$ cat src/sv/sbbf_pkg.sv
// shared constants, types and helpers for the split block bloom filter
`default_nettype none

package sbbf_pkg;

  // default store size: log2 of the number of 256-bit blocks
  localparam int LOG2_MAX_BLOCKS_DEF = 10;

  localparam int NUM_WORDS = 8;
  localparam int WORD_W    = 32;
  localparam int BLOCK_W   = NUM_WORDS * WORD_W;
  localparam int POS_W     = 5;
  localparam int BIT_SHIFT = 27;

  localparam int          LOG2_BLOCKS_W   = 4;
  localparam logic [3:0]  LOG2_BLOCKS_RST = 4'd10;

  localparam logic [63:0] KEY_MIX_LOW  = 64'h736f6d6570736575;
  localparam logic [63:0] KEY_MIX_HIGH = 64'h646f72616e646f6d;

  localparam logic [WORD_W-1:0] SALT [NUM_WORDS] = '{
    32'h47b6137b, 32'h44974d91, 32'h8824ad5b, 32'ha2b7289d,
    32'h705495c7, 32'h2df1424b, 32'h9efc4947, 32'h5c6bfb31
  };

  // depth of the queue between front and back, a power of two
  localparam int QUEUE_DEPTH = 2;

  typedef enum logic [1:0] {
    OP_INSERT_KEY     = 2'd0,
    OP_QUERY_KEY      = 2'd1,
    OP_INSERT_PREHASH = 2'd2,
    OP_QUERY_PREHASH  = 2'd3
  } op_t;

  typedef struct packed {
    logic full;
    logic empty;
  } q_status_t;

  // block address width, at least one bit
  function automatic int addr_w(input int log2_max);
    return (log2_max > 0) ? log2_max : 1;
  endfunction

endpackage

`default_nettype wire

$ cat src/sv/sbbf_queue.sv
// short fifo between the hashing front and the memory back
`default_nettype none

module sbbf_queue import sbbf_pkg::*; #(
  parameter int WIDTH = 8
) (
  input  wire logic             clk,
  input  wire logic             rst,
  input  wire logic             push,
  input  wire logic [WIDTH-1:0] push_data,
  input  wire logic             pop,
  output logic      [WIDTH-1:0] pop_data,
  output q_status_t             status
);

  localparam int PW = $clog2(QUEUE_DEPTH);
  localparam int CW = $clog2(QUEUE_DEPTH + 1);

  logic [WIDTH-1:0] slots [QUEUE_DEPTH];
  logic [PW-1:0]    wr_ptr;
  logic [PW-1:0]    rd_ptr;
  logic [CW-1:0]    count;

  assign pop_data     = slots[rd_ptr];
  assign status.full  = (count == CW'(QUEUE_DEPTH));
  assign status.empty = (count == '0);

  always_ff @(posedge clk) begin
    if (push) begin
      slots[wr_ptr] <= push_data;
    end
    if (rst) begin
      wr_ptr <= '0;
      rd_ptr <= '0;
      count  <= '0;
    end else begin
      if (push) begin
        wr_ptr <= wr_ptr + PW'(1);
      end
      if (pop) begin
        rd_ptr <= rd_ptr + PW'(1);
      end
      if (push && !pop) begin
        count <= count + CW'(1);
      end else if (pop && !push) begin
        count <= count - CW'(1);
      end
    end
  end

endmodule

`default_nettype wire

$ cat config.mk
export PLATFORM = sky130hd
export DESIGN_NAME = sbbf_queue
export DESIGN_NICKNAME = d
export VERILOG_FILES = /design/src/sv/sbbf_pkg.sv /design/src/sv/sbbf_queue.sv
export SDC_FILE = /design/constraint.sdc
export NUM_CORES = 1
export LEC_CHECK = 0
export BUFFER_PORTS_ARGS = -buffer_cell sky130_fd_sc_hd__clkbuf_2
export CAP_MARGIN = 20
export CORE_ASPECT_RATIO = 1.25
export CORE_MARGIN = 10
export CORE_UTILIZATION = 30
export CTS_BUF_LIST = sky130_fd_sc_hd__clkbuf_16
export CTS_CLUSTER_DIAMETER = 100
export DETAILED_ROUTE_END_ITERATION = 10
export PLACE_DENSITY_LB_ADDON = 0.08
export SETUP_SLACK_MARGIN = 0.3
export SYNTH_ARGS = -nofsm -noshare
export SYNTH_HDL_FRONTEND = slang
export SYNTH_SLANG_ARGS = --single-unit
$ cat constraint.sdc
create_clock -name clk -period 2.7 [get_ports clk]
set_input_delay 0.27 -clock clk [delete_from_list [all_inputs] [get_ports clk]]
set_output_delay 0.27 -clock clk [all_outputs]
set_load 0.01 [all_outputs]
==> results of run 1 <==
==> sequential cells by signal (all words and copies together) (netlist names), named ones only <==
register,cells
count,2
rd_ptr,1
slots,16
wr_ptr,1
==> worst max-delay path: cells and delay by family, from the launching register on <==
family / cells / cell delay (ns)
buffers and inverters: 1 / 0.13
flip-flops: 1 / 0.53
multiplexers: 1 / 0.38
==> stage by stage <==
| stage | std cells | total power (W) | util (%) | hold slack (ns) |
|---|---|---|---|---|
| 3_3_place_gp | 100 | 0.000483 | 37.3 | 0.470 |
| 6_report | 104 | 0.000777 | 40.6 | 0.213 |
| 3_5_place_dp | 100 | 0.000483 | 37.3 | 0.469 |
| 5_1_grt | 104 | 0.000810 | 40.6 | 0.214 |
| 2_1_floorplan | 47 | 0.000445 | - | 0.339 |
| 4_1_cts | 104 | 0.000787 | 40.6 | 0.213 |
==> cells by family (layout without fill, tap and decap cells) <==
| family | Yosys count | after routing | synth area share, % |
|---|---|---|---|
| xor gates and xnor gates | 4 | 4 | 4.47 |
| and+or+nand+nor | 9 | 9 | 5.91 |
| muxes | 8 | 8 | 11.5 |
| AOI/OAI and AO/OA | 2 | 2 | 1.28 |
| buffers and inverters | 2 | 26 | 1.12 |
| DFF | 21 | 21 | 74.1 |
| adders and majority gates | 1 | 1 | 1.60 |
==> cells in the mapped netlist <==
| cell type | number | area [um2] |
|---|---|---|
| edfxtp_1 | 16 | 480 |
| mux2_2 | 8 | 90.1 |
| dfxtp_1 | 5 | 100 |
| nor2_1 | 5 | 18.8 |
| xnor2_1 | 2 | 17.5 |
| xor2_1 | 2 | 17.5 |
| a21oi_1 | 1 | 5.00 |
| and2_1 | 1 | 6.26 |
| and2b_2 | 1 | 8.76 |
| buf_2 | 1 | 5.00 |
| ha_1 | 1 | 12.5 |
| inv_1 | 1 | 3.75 |
| nor2b_1 | 1 | 6.26 |
| o21ai_0 | 1 | 5.00 |
| or3_1 | 1 | 6.26 |
==> placed cells by master, fill, tap and decap left out <==
cell type / n
nor2b_1: 1
edfxtp_1: 16
xnor2_1: 2
o21ai_0: 1
inv_1: 1
xor2_1: 2
a21oi_1: 1
clkinv_2: 1
ha_1: 1
and2b_2: 1
dfxtp_1: 5
nor2_1: 5
clkbuf_2: 21
or3_1: 1
and2_1: 1
mux2_2: 8
clkbuf_16: 3
==> power groups by stage <==
stage	registers, W	clock network [W]	logic [W]
global route	0.000390	0.000323	0.0000967
finish	0.000387	0.000303	0.0000862
detailed placement	0.000395	0	0.0000882
floorplan	0.000388	0	0.0000570
CTS	0.000388	0.000310	0.0000889
global placement	0.000395	0	0.0000877
==> area by class of cell <==
type	count	share of cell area [%]
flip-flops and latches	21	57.8
multi-input cells	24	19.3
repair buffers	21	10.5
clock buffers	3	7.47
well taps	33	4.11
clock inverters	1	0.498
inverters	1	0.374
==> per-layer routing <==
| layer | global-route usage [%] | vias to the layer above | wire length, um | share of wire (%) |
|---|---|---|---|---|
| met3 | 2.91 | 0 | 113 | 8.4 |
| met5 | 0 | - | 0 | 0 |
| met2 | 8.72 | 14 | 644 | 48 |
| met1 | 6.00 | 204 | 589 | 44 |
| li1 | - | 219 | - | - |
| met4 | 2.58 | 0 | 0 | 0 |
==> final timing paths <==
check             slack [ns]    startpoint     endpoint
setup / recovery        1.14     flip-flop  pop_data[0]
hold reg to reg         0.50      count[1]     count[1]
hold / removal          0.21  push_data[1]  slots[1][1]
setup reg to reg        1.42        wr_ptr  slots[0][6]
==> key figures, run 1 <==
Timing
  • Setup Viol. Count Final: 0
  • Final TNS setup: 0 ns
  • Crit share post-route: approximately 58%
  • Highest Clock Rate: 643 MHz
  • Final hold violation count: 0
  • RSZ-0062 raised after global routing: false
  • Max-slew violations: 0
  • Slew at the pin with the worst max-slew slack: ~0.74 ns
  • Fin crit period: around 1.6 ns
  • Final WS setup: approximately 1.1 ns
  • Skew final: approximately 0.0011 ns
  • Slew HR: 50.5%

Synthesis
  • Post-synthesis sequential area ratio: 74.1%
  • Synth warnings: 0
  • Post-synth net total: 60
  • Avg Inst Size Synth: ~17 um2
  • Number of synthesized register bits: 21
  • Syn Inst Count: 47
  • Synth unique cells: 15
  • Mapped cell area: around 780 um2

Critical path
  • Critical Path Source Type: flip-flop
  • Worst setup EP type: output pin
  • CP cell instances: mux2_2, clkbuf_2
  • Critical Path AT: 1.29 ns
  • Slowest CP cell: dfxtp_1
  • Critical Path RT: between 2 and 2.5 ns
  • CP max FO: 8
  • CP peak stage delay: between 0.5 and 0.6 ns
  • CP Class: reg2out
  • Worst reg2reg path depth: 1

Clock tree
  • # hold bufs at CTS: 0
  • Worst-skew pair later-pin latency: 0.25 ns
  • Setup bufs post-CTS: 0
  • CTS tree: done
  • CTS root buffer: clkbuf_16
  • Inserted Clock Buffers: 3
  • Maximum clock path buffer count: 2
  • Clk sinks: 21
  • H-tree depth: 1
  • Post-CTS resize count: 0
  • CTS clock-pin slew for the worst setup and hold paths: 0.06 ns

Finish
  • Register Area: approximately 580 um2
  • Layout cell share with drive strength beyond 1: between 40% and 50%
  • Area grow syn2layout: 28.3%
  • Area of the multi-input gates: around 190 um2
  • Number of nets in the final layout: 85
  • Antenna cell count: 0
  • Post-layout instance area: roughly 1000 um2
  • Fill count: approximately 240

GRT
  • Vias in the first global route: roughly 500
  • Largest net degree at the start of global routing: 13
  • Antenna violations before repair: 0
  • Wire length of the first global-routing pass: around 2200 um
  • Total gr overflow: 0
  • All-Layer GR Usage: roughly 5.6%

Power and ir drop
  • Clock group share of total power: roughly two fifths
  • Power Internal: ~0.0006 W
  • Logic pwr share: 11.1%
  • Pwr Density: between 700 and 800 nW/um2
  • Flop pwr share: ~50%
  • Switching pwr: between 0.00015 and 0.0002 W
  • Leakage: about 0.40 nW
  • Net Sw Frac: between 20% and 30%
  • Max IR drop VDD: between 0.3 and 0.4 mV

Placed design
  • Port bufs: 21
  • Setup WS pre-CTS: ~1.3 ns
  • Area of placed instances: 925 um2
  • HPWL after DPL: ~1100 um
  • GP Congestion: ~0.65

Min path
  • HP Class: in2reg
  • WHS Path Cells: 1

Drt
  • Drt wl/cell: 12.9 um
  • Pre-antenna DRT Iters: 4
  • Via density: between 4 and 5
  • DRT antenna net count: 0
  • DRC violations left: 0
  • Vias post-DR: about 440
  • Total wire length: 1350 um
  • Initial detailed-routing violation count: 5

Floorplanning
  • Core area: approximately 2500 um2
  • I/O pin count: 22
  • Die Y: approximately 77 um
  • Site Rows: 20
  • Starting Density: about a third
  • Die ar.: around 5100 um2
  • Die width: ~66 um

Outcome
  • Status: complete, no violations

Run
  • Max Cap Viol: 0
Note: power is estimated with default switching activity, not from simulation.
==> run 2, diff against run 1 <==
==> constraint.sdc (replaced) <==
create_clock -name clk -period 1.54 [get_ports clk]
set_input_delay 0.154 -clock clk [delete_from_list [all_inputs] [get_ports clk]]
set_output_delay 0.154 -clock clk [all_outputs]
set_load 0.01 [all_outputs]
==> key figures, run 2 (synthesis gave the netlist of run 1 again) <==
Critical path
  • Critical Path Source Type: flip-flop
  • Critical Path AT: 1.13 ns (-0.16 ns)
  • R2R setup slack: 0.44 ns (-0.98 ns)
  • CP Class: reg2out
  • Worst setup EP type: output pin
  • Critical Path RT: 1.39 ns (-1.04 ns)
  • CP max FO: 8 (unchanged)

Power and ir drop
  • Flop pwr share: 48.8% (-1.1 points)
  • Max IR drop VDD: 0.562 mV (+52%)
  • Net Sw Frac: 20.3% (-0.35 points)
  • Logic pwr share: 13.9% (+2.8 points)
  • Clock group share of total power: 37.3% (-1.7 points)
  • Pwr Density: 1290 nW/um2 (+67%)
  • Power Internal: 0.00112 W (+81%)
  • Leakage: 0.453 nW (+12%)
  • Switching pwr: 0.000285 W (+77%)

Finish
  • Most frequent cells in the layout: edfxtp_1 (16), clkbuf_2 (14), mux2_4 (8), buf_6 (7), nor2_1 (5)
  • Area grow syn2layout: 39.0%
  • Number of flip-flops under the largest register name: 16 (unchanged)
  • Antenna cell count: 0 (unchanged)
  • Layout cell share with drive strength beyond 1: 48.6% (+0.72 points)
  • Number of nets in the final layout: 86 (+1.2%)
  • Largest registers: slots x16, count x2
  • Fin util: 43.9% (+3.4 points)
  • Largest reg by FF count: slots
  • Most common cell after layout, fill and taps aside: edfxtp_1

Clock tree
  • CTS tree: done
  • H-tree depth: 1 (unchanged)
  • CTS clock-pin slew for the worst setup and hold paths: 0.05 ns (about the same)
  • CTS root buffer: clkbuf_16
  • Inserted Clock Buffers: 3 (unchanged)
  • Maximum clock path buffer count: 2 (unchanged)
  • Worst-skew pair later-pin latency: 0.25 ns (about the same)
  • Clk sinks: 21 (unchanged)

Drt
  • Total wire length: 1340 um (-0.37%)
  • Initial detailed-routing violation count: 13 (+8)
  • Drt wl/cell: 12.8 um (-1.3%)
  • Pre-antenna DRT Iters: 2 (-2)
  • Via density: 4.35 (+3.6%)
  • DRT antenna net count: 0 (unchanged)
  • DRC violations left: 0 (unchanged)
  • Vias post-DR: 457 (+4.6%)

GRT
  • Antenna violations before repair: 0 (unchanged)
  • All-Layer GR Usage: 5.30% (-0.28 points)
  • Total gr overflow: 0 (unchanged)
  • Largest net degree at the start of global routing: 12 (-1)
  • Vias in the first global route: 432 (-11%)
  • Wire length of the first global-routing pass: 2070 um (-7.4%)

Timing
  • Final hold violation count: 0 (unchanged)
  • Skew final: 0.00307 ns (+0.00194 ns)
  • RSZ-0062 raised after global routing: true
  • Final TNS setup: 0 ns (unchanged)
  • Max-slew violations: 0 (unchanged)
  • Crit share post-route: approximately 83%
  • Highest Clock Rate: 779 MHz
  • Smallest hold slack: 0.0950 ns (-0.118 ns)
  • Fin crit period: between 1 and 1.5 ns
  • Slew HR: 72.6% (+22 points)
  • Slew at the pin with the worst max-slew slack: 0.411 ns (-0.329 ns)
  • Setup Viol. Count Final: 0 (unchanged)

Floorplanning
  • I/O pin count: 22 (unchanged)
  • Die width: 65.7 um (unchanged)
  • Core area: 2480 um2 (unchanged)
  • Die Y: 77.1 um (unchanged)
  • Starting Density: 31.6% (unchanged)
  • Site Rows: 20 (unchanged)
  • Die ar.: 5070 um2 (unchanged)

Min path
  • HP Class: in2reg

Placed design
  • GP Congestion: 0.605 (-6.8%)
  • Port bufs: 21 (unchanged)

Run
  • Max Cap Viol: 0 (unchanged)

Outcome
  • Status: complete, no violations
==> run 2: routing by layer <==
metal	vias up	track usage [%]	wire length, um
met5	-	0	0
met4	0	3.22	14
met3	4	3.34	145
met2	16	7.95	634
met1	217	5.35	546
li1	220	-	-
==> run 2: final cells by class <==
type | count | area, um2
clock buffers | 3 | 75.1
inverters | 1 | 3.75
fillers | 247 | 1390
multi-input cells | 24 | 224
flip-flops and latches | 21 | 584
clock inverters | 1 | 3.75
well taps | 33 | 41.3
repair buffers | 22 | 156
==> run 2: timing repair <==
action	CTS	global route
setup endpoints to repair	8	8
gates resized for setup	3	21
pin swaps	0	0
hold buffers	0	0
setup buffers	0	0
cloned	0	0
==> run 2: critical path, cell delays in order (launching register included) <==
cell	delay, ns
dfxtp_4	0.43
mux2_4	0.33
buf_6	0.12
==> run 2: metrics by stage <==
stage,area (um2),setup slack [ns],total power [W],instances
floorplan,783,0.452,0.000779,47
global placement,932,0.349,0.000849,101
detailed placement,932,0.340,0.000850,101
CTS,1020,0.240,0.00138,105
global route,1090,0.220,0.00147,105
finish,1090,0.256,0.00140,105
==> run 2: worst paths after layout <==
path,start,endpoint,cells past startpoint
worst max-delay path,flip-flop,pop_data[4],2
worst min-delay path,push_data[6],slots[1][6],1
worst max register to register,wr_ptr,slots[1][1],1
worst min register to register,count[1],count[1],2
==> run 2: power by group through the flow <==
stage,logic (W),clock network (W),registers [W]
floorplan,0.0000999,0,0.000680
CTS,0.000162,0.000542,0.000680
finish,0.000195,0.000523,0.000684
detailed placement,0.000159,0,0.000691
global route,0.000215,0.000564,0.000689
global placement,0.000158,0,0.000691
